$ cat config.mk
export PLATFORM = sky130hd
export DESIGN_NAME = dspe_ctrl
export DESIGN_NICKNAME = d
export VERILOG_FILES = /design/src/rtl/dspe_pkg.sv /design/src/rtl/dspe_ctrl.sv
export SDC_FILE = /design/constraint.sdc
export NUM_CORES = 1
export LEC_CHECK = 0
export BUFFER_PORTS_ARGS = -buffer_cell sky130_fd_sc_hd__buf_2
export CAP_MARGIN = 20
export CORE_MARGIN = 2
export CORE_UTILIZATION = 31
export CTS_BUF_LIST = sky130_fd_sc_hd__clkbuf_4 sky130_fd_sc_hd__clkbuf_8 sky130_fd_sc_hd__clkbuf_16
export CTS_CLUSTER_DIAMETER = 80
export DETAILED_ROUTE_END_ITERATION = 8
export GPL_TIMING_DRIVEN = 1
export PLACE_DENSITY = 0.72
export SYNTH_ARGS = -nofsm -noshare
export SYNTH_HDL_FRONTEND = slang
export SYNTH_SLANG_ARGS = --single-unit
$ cat constraint.sdc
create_clock -name aclk -period 1.25 [get_ports aclk]
set_input_delay 0.0625 -clock aclk [delete_from_list [all_inputs] [get_ports aclk]]
set_output_delay 0.0625 -clock aclk [all_outputs]
set_load 0.01 [all_outputs]
$ cat src/rtl/dspe_pkg.sv
// Shared widths, codes and controller/datapath interface types for the shortest path engine.
`default_nettype none
package dspe_pkg;

    // Defaults for the top-level parameters
    localparam int MAX_VERTICES_DEF = 32;
    localparam int WEIGHT_BITS_DEF  = 16;

    // Field widths
    localparam int VERT_W     = 5;
    localparam int DIST_W     = 16;
    localparam int IN_WGT_W   = 16;
    localparam int VC_W       = 6;
    localparam int S_TDATA_W  = 32;
    localparam int M_TDATA_W  = 24;
    localparam int CFG_IDX_W  = 1;
    localparam int CFG_DATA_W = 16;

    // Configuration register indexes and reset values
    localparam logic [CFG_IDX_W-1:0] REG_VERTEX_COUNT = 1'b0;
    localparam logic [CFG_IDX_W-1:0] REG_INFINITY     = 1'b1;
    localparam logic [VC_W-1:0]      VC_RESET         = 6'd32;
    localparam logic [DIST_W-1:0]    INF_RESET        = 16'd20000;

    // Request kinds
    localparam logic KIND_WRITE = 1'b0;
    localparam logic KIND_RUN   = 1'b1;

    // Commands from controller to datapath
    typedef struct packed {
        logic sweep;        // write no-edge at the sweep address, advance
        logic wr_weight;    // store one edge weight from the request
        logic run_start;    // capture source, clear visited and counters
        logic init_wr;      // write initial distance at index, advance
        logic pass_start;   // clear index and found flag
        logic idx_clr;      // clear index
        logic sel_rd;       // read distance at index for the minimum scan
        logic rel_rd;       // read distance and weight at index for relaxing
        logic pick_commit;  // mark picked vertex visited, advance pass
        logic out_rd;       // read distance at index for output
    } dspe_cmd_t;

    // Status from datapath to controller
    typedef struct packed {
        logic sweep_end;    // sweep address at the last entry
        logic idx_end;      // index reached the vertex count
        logic pass_end;     // pass count reached the vertex count
        logic pipe_busy;    // a scan read is still being processed
        logic out_busy;     // a result is loading or waiting on the output
        logic found;        // the scan found an unvisited vertex
        logic relax_ok;     // picked vertex found and reachable
    } dspe_sts_t;

endpackage
`default_nettype wire

$ cat src/rtl/dspe_ctrl.sv
// Controller state machine of the shortest path engine.
`default_nettype none
module dspe_ctrl (
    input  wire logic              aclk,
    input  wire logic              aresetn,
    input  wire logic              in_valid,
    input  wire logic              in_kind,
    output logic                   in_ready,
    input  wire dspe_pkg::dspe_sts_t sts,
    output dspe_pkg::dspe_cmd_t    cmd
);
    import dspe_pkg::*;

    localparam logic [3:0] ST_CLEAR    = 4'd0;
    localparam logic [3:0] ST_IDLE     = 4'd1;
    localparam logic [3:0] ST_INIT     = 4'd2;
    localparam logic [3:0] ST_PASS     = 4'd3;
    localparam logic [3:0] ST_SEL      = 4'd4;
    localparam logic [3:0] ST_PICK     = 4'd5;
    localparam logic [3:0] ST_RELAX    = 4'd6;
    localparam logic [3:0] ST_OUT_RD   = 4'd7;
    localparam logic [3:0] ST_OUT_WAIT = 4'd8;

    logic [3:0] state_reg;
    logic [3:0] state_next;

    // Decode next state and commands
    always_comb begin
        state_next = state_reg;
        cmd        = '0;
        in_ready   = 1'b0;
        case (state_reg)
            ST_CLEAR: begin
                cmd.sweep = 1'b1;
                if (sts.sweep_end) begin
                    state_next = ST_IDLE;
                end
            end
            ST_IDLE: begin
                in_ready = 1'b1;
                if (in_valid) begin
                    if (in_kind == KIND_RUN) begin
                        cmd.run_start = 1'b1;
                        state_next    = ST_INIT;
                    end else begin
                        cmd.wr_weight = 1'b1;
                    end
                end
            end
            ST_INIT: begin
                if (sts.idx_end) begin
                    state_next = ST_PASS;
                end else begin
                    cmd.init_wr = 1'b1;
                end
            end
            ST_PASS: begin
                if (sts.pass_end) begin
                    cmd.idx_clr = 1'b1;
                    state_next  = ST_OUT_RD;
                end else begin
                    cmd.pass_start = 1'b1;
                    state_next     = ST_SEL;
                end
            end
            ST_SEL: begin
                if (!sts.idx_end) begin
                    cmd.sel_rd = 1'b1;
                end else if (!sts.pipe_busy) begin
                    state_next = ST_PICK;
                end
            end
            ST_PICK: begin
                cmd.pick_commit = 1'b1;
                cmd.idx_clr     = 1'b1;
                state_next      = sts.relax_ok ? ST_RELAX : ST_PASS;
            end
            ST_RELAX: begin
                if (!sts.idx_end) begin
                    cmd.rel_rd = 1'b1;
                end else if (!sts.pipe_busy) begin
                    state_next = ST_PASS;
                end
            end
            ST_OUT_RD: begin
                if (sts.idx_end) begin
                    state_next = ST_IDLE;
                end else begin
                    cmd.out_rd = 1'b1;
                    state_next = ST_OUT_WAIT;
                end
            end
            ST_OUT_WAIT: begin
                if (!sts.out_busy) begin
                    state_next = ST_OUT_RD;
                end
            end
            default: begin
                state_next = ST_IDLE;
            end
        endcase
    end

    // Hold state; start with the matrix clearing sweep
    always_ff @(posedge aclk) begin
        if (!aresetn) begin
            state_reg <= ST_CLEAR;
        end else begin
            state_reg <= state_next;
        end
    end

`ifndef SYNTHESIS
    a_one_access: assert property (@(posedge aclk) disable iff (!aresetn)
        $onehot0({cmd.sweep, cmd.init_wr, cmd.sel_rd, cmd.rel_rd, cmd.out_rd}))
        else $error("dspe_ctrl: more than one memory access command");
    a_out_free: assert property (@(posedge aclk) disable iff (!aresetn)
        cmd.out_rd |-> !sts.out_busy)
        else $error("dspe_ctrl: output read while a result is pending");
    a_relax_valid: assert property (@(posedge aclk) disable iff (!aresetn)
        cmd.rel_rd |-> sts.relax_ok)
        else $error("dspe_ctrl: relaxing without a reachable pick");
    a_idle_drained: assert property (@(posedge aclk) disable iff (!aresetn)
        in_ready |-> (!sts.out_busy && !sts.pipe_busy))
        else $error("dspe_ctrl: request taken while a run is still draining");
`endif

endmodule
`default_nettype wire

==> key figures, run 1 <==
Status
  • Status: finished, violations left
  • Failing checks: setup timing

Clocking
  • CTS root buffer: clkbuf_4
  • Hold_buf cts: 0
  • Max H-tree Level: 1
  • CTS sink cnt: 4
  • Clock Tree Buf Depth: 2
  • Clock-pin slew on the worst setup and hold paths: 0.04 ns
  • Worst-Skew Late Latency: 0.23 ns
  • Cts bufs inserted: 3
  • CTS tree: done

Layout
  • Ant diodes: 0
  • Commonest non-fill, non-tap cell in the layout: buf_2
  • # fillers: 118
  • Footprint of the multi-input gates: 420.4 um2
  • Final instance area: 779.5 um2
  • Fin nets: 107
  • Commonest cells after routing, fill and taps aside: 19 x buf_2, 11 x buf_4, 5 x nand2_1, 5 x nor2_1, 4 x nand2b_1
  • Area growth, synth to finish: 84.87%
  • Storage element area: 87.58 um2
  • Max reg flops: 4
  • Share of layout cells above drive strength 1: 0.6489

Yosys
  • Synthesized area: 421.7 um2
  • Mean Syn Cell Area: 6.912 um2
  • Post-synth top area cell: dfxtp_1
  • Sequential-to-total area share from yosys stat: 0.1899
  • Syn. warnings: 0
  • Yosys reg bits: 4
  • Synth area leaders: dfxtp_1 19%, nand2b_1 7.4%, nand2_1 6.2%, nor3_1 5.9%, o21ai_0 5.9%
  • Yosys cell types: 24
  • Yosys top cell area share: 0.1899
  • Syn Nets: 72
  • Cells after Synth: 61

Global routing
  • First-pass GRT wire length: 2035 um
  • Largest net degree at the start of global routing: 13
  • Grt ovf: 0
  • Vias in the first global route: 530
  • Initial antenna violation count: 0
  • Total track usage: 0.1760

Routing
  • Iteration-0 DRC count of the detailed router: 15
  • Routed WL: 1327 um
  • Routed WL per cell: 12.17 um
  • # DRC: 0
  • Via Count: 574
  • Post-route ant nets: 0
  • First-pass iteration count of the detailed router: 4
  • DR vias/cell: 5.266

Flow run
  • Max_cap viols: 0

Timing
  • RSZ-0062 raised after global routing: yes
  • Fin crit share: 1.083
  • Slew Limit Fails: 0
  • Final worst setup slack: -0.1037 ns
  • Worst slew pin tran: 0.2194 ns
  • Relative slew slack: 0.8522
  • WHS: 0.1190 ns
  • Final Skew: 0.003148 ns
  • Min cycle time layout: 1.354 ns
  • Final setup viols: 9
  • Fmax: 738.7 MHz
  • Final hold vios: 0

Die
  • Initial Util: 0.3281
  • Die ar.: 1671 um2
  • Core Rows: 13
  • I/O Pins: 22
  • Die H: 40.88 um
  • Die X: 40.88 um
  • Core area: 1285 um2

Critical path
  • Crit Path Max Fanout: 4
  • R2R Setup Slk: -0.10 ns
  • Critical path required time: 1.37 ns
  • Worst path slowest cell: dfxtp_2
  • Worst setup EP type: register
  • Worst EP arrival: 1.47 ns
  • Crit-path cells: nor4b_4, a21boi_4, a211oi_4, and3_1, a22o_1
  • Worst path max stage delay: 0.34 ns
  • Setup CP Type: reg -> reg
  • Critical Path Source Type: register

Place
  • Pre-CTS WS: -0.1414 ns
  • Placed Area: 620.6 um2
  • # port buffers: 20
  • RePlAce Congestion: 0.8826
  • DPL Wire Length: 946.5 um

Power and ir drop
  • PD cells: 1620 nW/um2
  • Worst VDD drop: 0.0008395 V
  • Leak: 0.3534 nW

Hold path
  • Worst min path class: in -> reg
[metrics by stage]
step | total power [W] | std cells | utilization | TNS (ns)
5_1_grt | 0.001356 | 109 | 0.6066 | -1.313
4_1_cts | 0.001141 | 109 | 0.5365 | -0.9041
2_1_floorplan | 0.0005898 | 61 | - | -0.3305
3_5_place_dp | 0.0008556 | 103 | 0.4830 | -0.3721
6_report | 0.001263 | 109 | 0.6066 | -0.6167
3_3_place_gp | 0.0008387 | 103 | 0.4830 | -0.2317
[timing repair]
action	4_1_cts	5_1_grt
buffers inserted	3	0
setup endpoints to repair	12	14
endpoints found under the hold margin	0	0
pin swaps	1	6
gates resized for setup	8	22
[final cells by class]
cell class	count	area share
multi-input combinational	52	0.5393
timing repair buffer	34	0.2905
clock buffer	3	0.02889
inverter	1	0.004815
sequential	4	0.1124
tap	15	0.02408
[synth_stat cells]
library cell  instances
nor4b_4               1
nand2b_1              5
clkbuf_1              4
nor3b_1               1
a32oi_1               1
nand3b_1              3
o21a_1                1
and4b_1               1
inv_1                 1
nand2_1               7
a211oi_2              1
nor2b_1               1
dfxtp_1               4
a21boi_2              1
nor4_1                2
nor3_1                5
a21boi_0              1
nor2_1                6
a22o_1                1
a21oi_1               4
o21ai_0               5
or2_2                 1
a41oi_1               1
and3_1                3
[where the power goes]
group,leakage [nW],total (W),internal [W],switching [W]
clock network,0.0138,0.000152,0.000107,0.0000455
logic,0.305,0.000901,0.000475,0.000426
registers,0.0347,0.000210,0.000171,0.0000385
[path summary, 6_finish.rpt]
kind,startpoint,end,cells after the start
setup / recovery,state_reg[3],state_reg[0],5
hold / removal,aresetn,state_reg[3],2
setup reg to reg,state_reg[3],state_reg[0],5
hold reg to reg,state_reg[2],state_reg[1],3
[critical path, delay by kind of cell (launching register included)]
kind / cells / cell delay, ns
AND/OR/NAND/NOR: 2 / 0.42
flip-flops: 1 / 0.34
AO/OA/AOI/OAI: 3 / 0.48
[layer usage]
| layer | global-route usage | vias up | share of wire | routed length, um |
|---|---|---|---|---|
| met5 | 0 | - | 0 | 0 |
| met2 | 0.3242 | 19 | 0.50 | 670 |
| met1 | 0.2143 | 263 | 0.44 | 587 |
| met3 | 0.03261 | 2 | 0.045 | 60 |
| met4 | 0.01667 | 0 | 0.0060 | 8 |
| li1 | - | 290 | - | - |
[kinds of logic after synthesis]
logic type,synth area share
and+or+nand+nor,0.5045
DFF,0.1899
AOI/OAI and AO/OA,0.2611
buffers and inverters,0.04449
No activity file was read; power rests on OpenSTA's default activity.
==> run 2, diff against run 1 <==
--- a/config.mk
+++ b/config.mk
@@ -11,9 +11,10 @@
 export CORE_UTILIZATION = 31
 export CTS_BUF_LIST = sky130_fd_sc_hd__clkbuf_4 sky130_fd_sc_hd__clkbuf_8 sky130_fd_sc_hd__clkbuf_16
 export CTS_CLUSTER_DIAMETER = 80
+export CTS_CLUSTER_SIZE = 30
 export DETAILED_ROUTE_END_ITERATION = 8
 export GPL_TIMING_DRIVEN = 1
-export PLACE_DENSITY = 0.72
+export PLACE_DENSITY = 0.7
 export SYNTH_ARGS = -nofsm -noshare
 export SYNTH_HDL_FRONTEND = slang
 export SYNTH_SLANG_ARGS = --single-unit
==> constraint.sdc (replaced) <==
create_clock -name aclk -period 1.58 [get_ports aclk]
set_input_delay 0.079 -clock aclk [delete_from_list [all_inputs] [get_ports aclk]]
set_output_delay 0.079 -clock aclk [all_outputs]
set_load 0.01 [all_outputs]
==> key figures, run 2 (synthesized netlist as in run 1, its figures left out) <==
Status
  • Status: complete, no violations

Critical path
  • Worst EP arrival: 1.35 ns
  • Critical Path Source Type: register
  • Crit Path Max Fanout: 6
  • Critical path required time: 1.50 ns
  • Worst setup EP type: output port
  • Setup CP Type: reg -> out

Die
  • Die ar.: 1671 um2
  • Core area: 1285 um2
  • Die H: 40.88 um
  • I/O Pins: 22
  • Initial Util: 0.3281
  • Core Rows: 13
  • Die X: 40.88 um

Global routing
  • Total track usage: 0.1474
  • First-pass GRT wire length: 1704 um
  • Largest net degree at the start of global routing: 15
  • Initial antenna violation count: 0
  • Vias in the first global route: 449
  • Grt ovf: 0

Clocking
  • Hold_buf cts: 0
  • PostCTS Resize Cnt: 0
  • CTS root buffer: clkbuf_4
  • CTS sink cnt: 4
  • Clock-pin slew on the worst setup and hold paths: 0.04 ns
  • Worst-Skew Late Latency: 0.22 ns
  • CTS tree: done
  • Clock Tree Buf Depth: 2
  • Setup bufs post-CTS: 0
  • Cts bufs inserted: 3
  • Max H-tree Level: 1

Timing
  • RSZ-0062 raised after global routing: no
  • Fmax: 700.4 MHz
  • Final setup viols: 0
  • Slew Limit Fails: 0
  • Final Skew: 0.002994 ns
  • WHS: 0.1499 ns
  • Fin crit share: 0.9037
  • Worst slew pin tran: 0.2752 ns
  • Final hold vios: 0
  • Setup TNS: 0 ns
  • Min cycle time layout: 1.428 ns
  • Relative slew slack: 0.8162

Routing
  • # DRC: 0
  • Iteration-0 DRC count of the detailed router: 12
  • First-pass iteration count of the detailed router: 5
  • Via Count: 537
  • DR vias/cell: 5.317
  • Routed WL per cell: 11.03 um
  • Routed WL: 1114 um
  • Post-route ant nets: 0

Power and ir drop
  • PD cells: 1247 nW/um2
  • Leak: 0.2796 nW
  • Power, Total: 0.0007397 W
  • Worst VDD drop: 0.0004296 V

Layout
  • Ant diodes: 0
  • Max reg flops: 4
  • Fin nets: 99
  • Commonest cells after routing, fill and taps aside: 20 x buf_2, 7 x nand2_1, 6 x nor2_1, 6 x buf_4
  • Area growth, synth to finish: 40.65%
  • Share of layout cells above drive strength 1: 0.3837
  • Commonest non-fill, non-tap cell in the layout: buf_2

Place
  • RePlAce Congestion: 0.8490
  • DPL Wire Length: 892.5 um
  • # port buffers: 20

Flow run
  • Max_cap viols: 0

Hold path
  • Worst min path class: in -> reg
[run 2: cell count changes in the layout (fill, tap and decap cells not counted), sizes merged]
cell / delta
buf: -8
[run 2: critical path, cell delays in order, from the launching register on]
cell,delay [ns]
dfxtp_1,0.42
buf_4,0.18
nand2_1,0.07
nor3_1,0.26
buf_2,0.19
[run 2: power breakdown]
group | switching (W) | total (W) | internal, W
Combinational | 0.000251 | 0.000470 | 0.000219
Clock | 0.0000347 | 0.000119 | 0.0000845
Sequential | 0.0000243 | 0.000150 | 0.000126
Total | 0.000310 | 0.000740 | 0.000430
[run 2: per-layer routing]
layer / vias to the layer above / wire, um / track usage
li1: 274 / - / -
met1: 232 / 482 / 0.1705
met2: 29 / 515 / 0.2813
met3: 2 / 102 / 0.01630
met4: 0 / 14 / 0.03333
met5: - / 0 / 0
[run 2: metrics by stage]
stage	cells	util	worst slack [ns]	instance area [um2]
CTS	101	0.4615	0.1376	593.1
finish	101	0.4615	0.1522	593.1
floorplan	61	-	0.1046	421.7
detailed placement	98	0.4440	0.1643	570.5
global placement	98	0.4440	0.1842	570.5
global route	101	0.4615	0.07139	593.1
[run 2: final cells by class]
class | instances | area [um2]
tap | 15 | 18.77
clock buffer | 3 | 22.52
inverter | 1 | 3.754
fill | 149 | 691.9
sequential | 4 | 80.08
timing repair buffer | 26 | 145.1
multi-input combinational | 52 | 322.8
[run 2: worst paths after layout]
kind / end / slack (ns) / cells after the start / from
setup / recovery: cmd[0] / 0.15 / 4 / state_reg[2]
hold / removal: state_reg[3] / 0.15 / 2 / aresetn
setup reg to reg: state_reg[0] / 0.17 / 5 / state_reg[1]
hold reg to reg: state_reg[2] / 0.76 / 4 / state_reg[2]
